[src/rtl/fspa_pkg.sv]
// Shared types and constants for the fixed slot pool allocator.
`default_nettype none

package fspa_pkg;

  localparam int MAX_SLOTS_DEF = 32;
  localparam int SLOT_W        = 5;
  localparam int CNT_W         = 32;
  localparam int ACT_W         = 6;
  localparam int APB_AW        = 3;
  localparam int APB_DW        = 32;

  localparam logic [ACT_W-1:0] ACTIVE_RST = 6'd32;

  localparam logic ACTION_ALLOC   = 1'b0;
  localparam logic ACTION_RELEASE = 1'b1;

  // register index, taken from the word address
  localparam logic REG_ACTIVE_SLOTS = 1'b0;

  typedef struct packed {
    logic capture;  // latch the incoming item
    logic exec;     // update map and counters, load result
  } fspa_cmd_t;

endpackage

`default_nettype wire

[src/rtl/fspa_ctrl.sv]
// Controller: accepts an item, runs the execute state, strobes the result.
`default_nettype none

module fspa_ctrl
  import fspa_pkg::*;
(
  input  wire logic clk,
  input  wire logic rst_n,
  input  wire logic start,
  output logic      busy,
  output fspa_cmd_t cmd,
  output logic      out_valid
);

  localparam logic S_IDLE = 1'b0;
  localparam logic S_EXEC = 1'b1;

  logic state_r, state_nxt;
  logic valid_r, valid_nxt;

  always_comb begin
    busy        = (state_r == S_EXEC);
    cmd.capture = start && !busy;
    cmd.exec    = (state_r == S_EXEC);
    valid_nxt   = cmd.exec;
    case (state_r)
      S_IDLE:  state_nxt = cmd.capture ? S_EXEC : S_IDLE;
      S_EXEC:  state_nxt = S_IDLE;
      default: state_nxt = S_IDLE;
    endcase
  end

  always_ff @(posedge clk) begin
    if (!rst_n) begin
      state_r <= S_IDLE;
      valid_r <= 1'b0;
    end else begin
      state_r <= state_nxt;
      valid_r <= valid_nxt;
    end
  end

  assign out_valid = valid_r;

endmodule

`default_nettype wire

[src/rtl/fspa_datapath.sv]
// Datapath: free map, lowest-free search, counters and the active-slots register.
`default_nettype none

module fspa_datapath
  import fspa_pkg::*;
#(
  parameter int MAX_SLOTS = MAX_SLOTS_DEF
) (
  input  wire logic              clk,
  input  wire logic              rst_n,
  input  wire fspa_cmd_t         cmd,
  input  wire logic              in_action,
  input  wire logic [SLOT_W-1:0] in_release_slot,
  input  wire logic              cfg_we,
  input  wire logic [ACT_W-1:0]  cfg_wdata,
  output logic [ACT_W-1:0]       active_slots,
  output logic                   out_ok,
  output logic [SLOT_W-1:0]      out_granted_slot,
  output logic [CNT_W-1:0]       out_alloc_count,
  output logic [CNT_W-1:0]       out_release_count,
  output logic [CNT_W-1:0]       out_hit_count,
  output logic [CNT_W-1:0]       out_miss_count
);

  localparam int IDX_W  = (MAX_SLOTS > 1) ? $clog2(MAX_SLOTS) : 1;
  localparam int LIVE_W = $clog2(MAX_SLOTS + 1) + 1;
  localparam int CMP_W  = (LIVE_W > ACT_W + 1) ? LIVE_W : ACT_W + 1;
  localparam logic [CMP_W-1:0] MAX_CMP = CMP_W'(MAX_SLOTS);

  logic [ACT_W-1:0]     active_r;
  logic                 act_r;
  logic [SLOT_W-1:0]    slot_r;
  logic [MAX_SLOTS-1:0] free_r, free_nxt;
  logic [CNT_W-1:0]     alloc_cnt_r, rel_cnt_r, hit_cnt_r, miss_cnt_r;
  logic                 ok_r, ok_nxt;
  logic [SLOT_W-1:0]    granted_r, granted_nxt;

  logic [CMP_W-1:0]     active_ext, live;
  logic [MAX_SLOTS-1:0] avail;
  logic                 found;
  logic [IDX_W-1:0]     found_idx;
  logic                 rel_ok;

  always_comb begin
    active_ext = CMP_W'(active_r);
    live       = (active_ext > MAX_CMP) ? MAX_CMP : active_ext;
    for (int i = 0; i < MAX_SLOTS; i++) begin
      avail[i] = free_r[i] && (CMP_W'(i) < live);
    end
    // lowest set bit of the available map
    found     = 1'b0;
    found_idx = '0;
    for (int i = MAX_SLOTS - 1; i >= 0; i--) begin
      if (avail[i]) begin
        found     = 1'b1;
        found_idx = IDX_W'(i);
      end
    end
    rel_ok = (CMP_W'(slot_r) < live);

    free_nxt    = free_r;
    ok_nxt      = 1'b0;
    granted_nxt = '0;
    if (act_r == ACTION_ALLOC) begin
      ok_nxt = found;
      if (found) begin
        granted_nxt = SLOT_W'(found_idx);
        for (int i = 0; i < MAX_SLOTS; i++) begin
          if (IDX_W'(i) == found_idx) free_nxt[i] = 1'b0;
        end
      end
    end else begin
      ok_nxt = rel_ok;
      if (rel_ok) begin
        for (int i = 0; i < MAX_SLOTS; i++) begin
          if (CMP_W'(i) == CMP_W'(slot_r)) free_nxt[i] = 1'b1;
        end
      end
    end
  end

  always_ff @(posedge clk) begin
    if (!rst_n) begin
      active_r    <= ACTIVE_RST;
      free_r      <= '1;
      alloc_cnt_r <= '0;
      rel_cnt_r   <= '0;
      hit_cnt_r   <= '0;
      miss_cnt_r  <= '0;
    end else begin
      if (cfg_we) active_r <= cfg_wdata;
      if (cmd.exec) begin
        free_r <= free_nxt;
        if (act_r == ACTION_ALLOC) begin
          alloc_cnt_r <= alloc_cnt_r + 1'b1;
          if (found) hit_cnt_r  <= hit_cnt_r + 1'b1;
          else       miss_cnt_r <= miss_cnt_r + 1'b1;
        end else begin
          rel_cnt_r <= rel_cnt_r + 1'b1;
        end
      end
    end
  end

  // payload registers, no reset
  always_ff @(posedge clk) begin
    if (cmd.capture) begin
      act_r  <= in_action;
      slot_r <= in_release_slot;
    end
    if (cmd.exec) begin
      ok_r      <= ok_nxt;
      granted_r <= granted_nxt;
    end
  end

  assign active_slots      = active_r;
  assign out_ok            = ok_r;
  assign out_granted_slot  = granted_r;
  assign out_alloc_count   = alloc_cnt_r;
  assign out_release_count = rel_cnt_r;
  assign out_hit_count     = hit_cnt_r;
  assign out_miss_count    = miss_cnt_r;

endmodule

`default_nettype wire

[src/rtl/fixed_slot_pool_allocator_unit.sv]
// Top level of the fixed slot pool allocator: APB register, controller, datapath.
//
//  channel   ports                                   handshake
//  input     in_action, in_release_slot               start & !busy
//  result    out_ok, out_granted_slot, out_*_count    out_valid, one cycle
//  config    psel penable pwrite paddr pwdata prdata  APB, pready tied high
//
// An item is latched when accepted; the execute state then searches the free
// map and updates the counters. The result strobes in the cycle after the
// execute state, and the next item may be accepted in that same cycle. busy
// is high in the execute cycle. Reset is synchronous: all slots free, counters
// zero, active 32. The receiver cannot stall; out_valid lasts one cycle.
`default_nettype none

module fixed_slot_pool_allocator_unit
  import fspa_pkg::*;
#(
  parameter int MAX_SLOTS = MAX_SLOTS_DEF
) (
  input  wire logic              clk,
  input  wire logic              rst_n,
  input  wire logic              start,
  output logic                   busy,
  input  wire logic              in_action,
  input  wire logic [SLOT_W-1:0] in_release_slot,
  output logic                   out_valid,
  output logic                   out_ok,
  output logic [SLOT_W-1:0]      out_granted_slot,
  output logic [CNT_W-1:0]       out_alloc_count,
  output logic [CNT_W-1:0]       out_release_count,
  output logic [CNT_W-1:0]       out_hit_count,
  output logic [CNT_W-1:0]       out_miss_count,
  input  wire logic              psel,
  input  wire logic              penable,
  input  wire logic              pwrite,
  input  wire logic [APB_AW-1:0] paddr,
  input  wire logic [APB_DW-1:0] pwdata,
  output logic [APB_DW-1:0]      prdata,
  output logic                   pready
);

  fspa_cmd_t        cmd;
  logic             cfg_we;
  logic [ACT_W-1:0] active_slots;
  logic             reg_sel;

  assign pready  = 1'b1;
  assign reg_sel = (paddr[APB_AW-1] == REG_ACTIVE_SLOTS);
  assign cfg_we  = psel && penable && pwrite && pready && reg_sel;
  assign prdata  = reg_sel ? APB_DW'(active_slots) : '0;

  fspa_ctrl u_ctrl (
    .clk       (clk),
    .rst_n     (rst_n),
    .start     (start),
    .busy      (busy),
    .cmd       (cmd),
    .out_valid (out_valid)
  );

  fspa_datapath #(
    .MAX_SLOTS (MAX_SLOTS)
  ) u_dp (
    .clk               (clk),
    .rst_n             (rst_n),
    .cmd               (cmd),
    .in_action         (in_action),
    .in_release_slot   (in_release_slot),
    .cfg_we            (cfg_we),
    .cfg_wdata         (pwdata[ACT_W-1:0]),
    .active_slots      (active_slots),
    .out_ok            (out_ok),
    .out_granted_slot  (out_granted_slot),
    .out_alloc_count   (out_alloc_count),
    .out_release_count (out_release_count),
    .out_hit_count     (out_hit_count),
    .out_miss_count    (out_miss_count)
  );

endmodule

`default_nettype wire

[config.mk]
export PLATFORM = sky130hd
export DESIGN_NAME = fixed_slot_pool_allocator_unit
export DESIGN_NICKNAME = d
export VERILOG_FILES = /design/src/rtl/fspa_pkg.sv /design/src/rtl/fspa_ctrl.sv /design/src/rtl/fspa_datapath.sv /design/src/rtl/fixed_slot_pool_allocator_unit.sv
export SDC_FILE = /design/constraint.sdc
export NUM_CORES = 1
export LEC_CHECK = 0
export BUFFER_PORTS_ARGS = -buffer_cell sky130_fd_sc_hd__buf_4
export CORE_MARGIN = 8
export CORE_UTILIZATION = 50
export CTS_CLUSTER_SIZE = 8
export DETAILED_ROUTE_END_ITERATION = 10
export PLACE_DENSITY = 0.74
export RECOVER_POWER = 50
export SYNTH_ARGS = -nofsm -noshare
export SYNTH_HDL_FRONTEND = slang
export SYNTH_HIERARCHICAL = 1
export SYNTH_SLANG_ARGS = --single-unit
[constraint.sdc]
create_clock -name clk -period 4.3 [get_ports clk]
set_input_delay 0.215 -clock clk [delete_from_list [all_inputs] [get_ports clk]]
set_output_delay 0.215 -clock clk [all_outputs]
set_load 0.005 [all_outputs]
Word-level counts from Yosys, hierarchy flattened

Cells that the tools add are included.

Logic and storage cells: 425
Input port bits: 47
Output and inout bits: 169
Flip-flop bits (word level): 180

$add $sub $neg: 4
Bitwise operators: 4
Equality and inequality tests: 95
Muxes and demuxes: 136
Magnitude comparators: 34
Reduce and logical (&&, ||, !) cells: 109

Operators with widths:

| cell                                                                 | count |
|---|---|
| 5-bit == test (first input constant)                                 | 32 |
| 5-bit two-way mux                                                    | 32 |
| 5-bit AND reduction                                                  | 32 |
| 32-bit by 1-bit adder with 32-bit output (second input constant)     | 4 |
| 5-bit by 7-bit < comparator with 1-bit output (first input constant) | 16 |
| 1-bit two-way mux                                                    | 98 |
| 32-bit two-way mux                                                   | 3 |
| 4-bit by 5-bit == test with 1-bit output (first input constant)      | 16 |
| 2-bit != test (second input constant)                                | 33 |
| 2-bit nonzero test                                                   | 33 |
| 4-bit by 7-bit < comparator with 1-bit output (first input constant) | 8 |
| 3-bit by 5-bit == test with 1-bit output (first input constant)      | 8 |
| 1-bit logical AND                                                    | 36 |
| 3-bit by 7-bit < comparator with 1-bit output (first input constant) | 4 |
| 2-bit by 5-bit == test with 1-bit output (first input constant)      | 4 |
| 1-bit by 7-bit < comparator with 1-bit output (first input constant) | 2 |
| 2-bit by 7-bit < comparator with 1-bit output (first input constant) | 2 |
| 6-bit two-way mux                                                    | 2 |
| 1-bit by 5-bit == test with 1-bit output (first input constant)      | 2 |
| 5-bit logical NOT                                                    | 2 |
| 5-bit by 7-bit < comparator with 1-bit output                        | 1 |
| 6-bit > comparator (second input constant)                           | 1 |
| 3-bit AND reduction                                                  | 2 |
| 1-bit NOT                                                            | 4 |
| other kinds (4)                                                      | 5 |

Depth between registers and ports, before layout

Depth in word-level cells: 40
Mapped depth: 14
Depth with buffers taken out: 9

Modules after synthesis

The synthesis kept the hierarchy.

Modules (own cells, without submodules):

| module                         | area each (sq um) | seq. area each (sq um) | cells an instance | times used |
|---|---|---|---|---|
| fspa_datapath                  | 9534.1            | 3683.5                 | 1121              | 1 |
| fixed_slot_pool_allocator_unit | 272.8             | 0.0                    | 36                | 1 |
| fspa_ctrl                      | 73.8              | 40.0                   | 6                 | 1 |

Least setup slack after synthesis

No wires, ideal clock.

Path kind: register to register
Start: reg u_dp.active_r[5], in the netlist u_dp/active_slots[5]
End: reg u_dp.free_r[2]
Period minus slack after synthesis: 3479 ps
Data required time: 4186 ps
Path slack: 821 ps
Arrival time: 3365 ps
Stages on the path, launching flop included: 14
Cells stage by stage: dfxtp_1 > clkbuf_1 > clkbuf_1 > buf_2 > clkbuf_1 > nand2b_1 > ha_1 > a21o_1 > a2111oi_0 > nor4_1 > a21oi_1 > nand2_2 > or4_1 > a21o_1

Longest elaborated chain between the ends: 39

Ends and longest elaborated chain:

| what                                          | line                | text |
|---|---|---|
| start, declared                               | fspa_datapath.sv:30 | `logic [ACT_W-1:0] active_r;` |
| start signal, assigned                        | fspa_datapath.sv:91 | `if (cfg_we) active_r <= cfg_wdata;` |
| 6-bit > comparator                            | fspa_datapath.sv:46 | `live = (active_ext > MAX_CMP) ? MAX_CMP : active_ext;` |
| 6-bit two-way mux *                           | fspa_datapath.sv:46 |  |
| 5-bit by 7-bit < comparator with 1-bit output | fspa_datapath.sv:48 | `avail[i] = free_r[i] && (CMP_W'(i) < live);` |
| 1-bit logical AND                             | fspa_datapath.sv:48 |  |
| 5-bit two-way mux (32 in a row)               | fspa_datapath.sv:54 | `if (avail[i]) begin` |
| 2-bit by 5-bit == test with 1-bit output      | fspa_datapath.sv:69 | `if (IDX_W'(i) == found_idx) free_nxt[i] = 1'b0;` |
| 2-bit nonzero test (no line)                  | --                  |  |
| 5-bit AND reduction (no line) *               | --                  |  |
| end signal, assigned                          | fspa_datapath.sv:93 | `free_r <= free_nxt;` |
| end, declared                                 | fspa_datapath.sv:33 | `logic [MAX_SLOTS-1:0] free_r, free_nxt;` |

Every way passes the cells marked *; elsewhere a longest branch is shown, timed or not.
A chain may end at the register's enable or synchronous reset.

Final worst setup path

Start: reg u_dp.active_r[3], in the netlist u_dp/active_slots[3]
End: reg u_dp.free_r[25]

Longest elaborated chain between the ends: 39

Ends and longest elaborated chain:

| what                                          | line |
|---|---|
| 6-bit > comparator                            | fspa_datapath.sv:46 |
| 6-bit two-way mux *                           | fspa_datapath.sv:46 |
| 5-bit by 7-bit < comparator with 1-bit output | fspa_datapath.sv:48 |
| 1-bit logical AND                             | fspa_datapath.sv:48 |
| 5-bit two-way mux (32 in a row)               | fspa_datapath.sv:54 |
| 5-bit == test                                 | fspa_datapath.sv:69 |
| 2-bit nonzero test (no line)                  | -- |
| 5-bit AND reduction (no line) *               | -- |

Marks and branches as above.

==> results.md <==
* Total CTS buffers at 17
* Finish-stage setup viols at 0
* Worst EP arrival at 4.04 ns
* Final WL at 26.1 mm
* Status: complete, but fails checks
* HP Class: input pin to flip-flop
* Final Critical Period at 3.84 ns
* Critical path class: flip-flop to flip-flop
* Core area at 19400 um2
* Hold Vio Cnt, Final at 0
* Total power at 0.00347 W
* Syn Area/Cell at 8.50 um2
* Lkg Pwr at 4.43 nW
* Setup TNS Final at 0 ns
* DR pass1 iterations at 6
* FFs w/ async S/R, synth at 0%
* Max-cap violation count at 2
* DRC at 0
* # clock sinks at 180
* WL per Instance at 16.5 um
* Setup crit end kind: flip-flop
* PortBufs at 160
* Routed vias at 8880
* Final ANT Viol Nets at 0
* Skew final at 0.0140 ns
* Grt total ovfl at 0
* Starting Density at 50.9%
* CTS H-tree depth at 4
* Pre-CTS setup slack at 0.668 ns
* Hold-fix buffers, CTS at 7
* Origin of the critical flop-to-flop path: u_dp/active_slots[3]$_SDFFE_PN0P_
* Startpoint type of the worst setup path: flip-flop
* Die span in y at 157 um
* Post-synth cell types at 82
* Largest stage delay on the critical path at 0.63 ns
* Number of global-route vias before repair at 8311
* Failing checks: capacitance limit, slew limit
* Cells after synthesis at 1163
* Num ports at 216
* CP max stage cell: dfxtp_1
* Slew headroom at -39.5%
* Worst hold stages at 3
* Diode count at 0
* RSZ-0062 raised after global routing: false
* Vias per cell at 5.60
* Mapped Area at 9880 um2
* # resized after CTS at 0
* Yosys warning count at 6
* Peak VDD IR at 276 uV
* PD cells at 296 nW/um2
* CTS tree: yes
* Initial drt markers at 573
* Register area share after synthesis at 37.7%
* Most common flop cell mapped by yosys: dfxtp_1
* Number of enable flip-flop cells after synthesis at 12
* GRT Total Usage at 20.9%
* Worst-Margin Slew at 2.09 ns
* Final period utilization at 89.4%
* Fin. max-slew vios at 178
* Beginning of the worst hold path: pwdata[4]
* Rows at 51
* Flops & latches, synth at 180
* Die ar. at 24500 um2
* CTS root buf: clkbuf_16
* First-pass GRT wire length at 42.2 mm
* R2R setup slack at 0.46 ns
* Critical Path RT at 4.49 ns
* Clock latency on the worst-skew pair at 0.43 ns
* Die width at 157 um
* Hold Path Sink: u_dp/active_slots[4]$_SDFFE_PN0P_
* Peak Freq at 0.260 GHz
* Layout fillers at 1826
* Critical-path maximum fanout at 15
* Area delta synth->final at 18.4%
* Setup bufs post-CTS at 0
* Initial antenna violation count at 0
* Reg2Reg Capture Point: u_dp/free_r[25]$_SDFFE_PN1P_
* RePlAce Congestion at 0.918
* Worst-path clk slew at 0.07 ns
* FF-to-FF path depth at 10
* Layout cells sized above 1 at 14.8%
* Final core occ at 60.3%
* Max Root-Sink Buffers at 2
* Final #Nets at 1363
* Worst setup margin at 0.457 ns
* HPWL after DPL at 18.8 mm
* Largest net degree at the start of global routing at 128
* CP Cell Sequence: clkbuf_1 > nand4bb_1 > o211ai_1 > nand4_1 > or2_4 > o41ai_4 > buf_4 > nand2_1 > nor4bb_1 > o221ai_1
-- per-layer routing --
layer | wire length [um] | up-vias | part of all wire, % | global-route usage, %
met5 | 0 | - | 0 | 0
met4 | 572 | 0 | 2.2 | 7.37
met3 | 2030 | 42 | 7.8 | 5.18
met2 | 12000 | 315 | 46 | 33.5
met1 | 11500 | 4151 | 44 | 26.9
li1 | - | 4372 | - | -
-- cell usage after synthesis, drive strengths merged, types with 5 or more instances --
master	count	share of area, %
a21o	9	0.70
nor2b	24	1.5
nor2	33	1.3
mux2i	10	1.0
o21ai	83	4.2
or2	20	1.3
nand2b	19	1.2
clkbuf	50	1.9
o221ai	9	0.80
or4	5	0.42
nor4	12	0.76
o32a	8	0.81
xnor2	64	5.7
a21oi	30	1.5
nand4	30	1.9
inv	32	1.2
a31oi	10	0.63
o211ai	13	0.99
and2b	7	0.62
nor3	22	1.2
xor2	25	2.2
a21boi	34	2.6
and4	16	1.4
ha	8	1.0
and3	22	1.4
o31ai	5	0.38
and2	95	6.0
dfxtp	168	34
edfxtp	12	3.6
buf	35	2.5
nand2	106	4.1
o41ai	6	0.91
o21a	8	0.61
or3	31	2.0
nand3	44	2.2
-- cell type report --
| cell class | count | area, um2 | share of cell area (%) |
|---|---|---|---|
| timing repair buffer | 186 | 1220 | 10.4 |
| multi-input combinational | 891 | 5710 | 48.8 |
| inverter | 32 | 120 | 1.03 |
| clock buffer | 19 | 443 | 3.79 |
| clock inverter | 12 | 148 | 1.26 |
| tap | 265 | 332 | 2.83 |
| sequential | 180 | 3720 | 31.8 |
-- power by group --
group / internal (W) / switching [W] / leakage (nW)
sequential: 0.00170 / 0.0000180 / 1.47
clock: 0.000882 / 0.000692 / 0.287
combinational: 0.0000697 / 0.000107 / 2.68
total: 0.00265 / 0.000818 / 4.43
-- flip-flops by register name (all words and copies together) (netlist names) --
signal and count:
u_ctrl/busy 1, u_ctrl/out_valid 1, u_dp/act_r 1, u_dp/active_slots 6
u_dp/free_r 32, u_dp/out_alloc_count 32, u_dp/out_granted_slot 5, u_dp/out_hit_count 32
u_dp/out_miss_count 32, u_dp/out_ok 1, u_dp/out_release_count 32, u_dp/slot_r 5
-- how the worst max path moves through the flow --
stage,startpoint,to,slack (ns),cells after the start
floorplan,u_dp/active_slots[5]$_SDFFE_PN1P_,u_dp/free_r[2]$_SDFFE_PN1P_,0.82,13
global placement,u_dp/active_slots[2]$_SDFFE_PN0P_,u_dp/free_r[29]$_SDFFE_PN1P_,0.73,9
detailed placement,u_dp/active_slots[2]$_SDFFE_PN0P_,u_dp/free_r[25]$_SDFFE_PN1P_,0.67,9
CTS,u_dp/active_slots[2]$_SDFFE_PN0P_,u_dp/free_r[25]$_SDFFE_PN1P_,0.66,9
global route,u_dp/active_slots[3]$_SDFFE_PN0P_,u_dp/free_r[29]$_SDFFE_PN1P_,0.21,10
finish,u_dp/active_slots[3]$_SDFFE_PN0P_,u_dp/free_r[25]$_SDFFE_PN1P_,0.46,10
-- critical path, delay by kind of cell (launching register included) --
kind                   cells  cell delay (ns)
buffers and inverters      2             0.63
AOI/OAI and AO/OA          3             1.02
DFF                        1             0.63
and+or+nand+nor            5             1.31
-- kinds of logic (layout without fill, tap and decap cells) --
family	after synthesis	after routing	share of synthesized area, %
simple gates	505	505	29.1
compound gates	252	252	17.6
flops	180	180	37.7
buf+inv	117	249	5.57
xor+xnor	89	89	7.89
mux	10	10	1.01
fa+ha+maj	8	8	1.01
other cells	2	27	0.0760
-- per-stage QoR --
stage | hold WS, ns | cell area (um2) | cells
5_1_grt | 0.0436 | 11700 | 1585
3_5_place_dp | 0.395 | 11200 | 1547
4_1_cts | 0.0278 | 11900 | 1585
3_3_place_gp | 0.393 | 11200 | 1547
2_1_floorplan | 0.314 | 9970 | 1188
6_report | 0.0368 | 11700 | 1585
-- cells in the final DEF (no fill, tap or decap), types with 32 or more instances in the layout --
cell / n
dfxtp_1: 168
nand3_1: 44
nor2_1: 33
clkbuf_4: 92
clkbuf_1: 55
xnor2_1: 64
inv_1: 32
nand2_1: 105
o21ai_0: 79
and2_1: 92
Power figures use the tool's default switching activity.
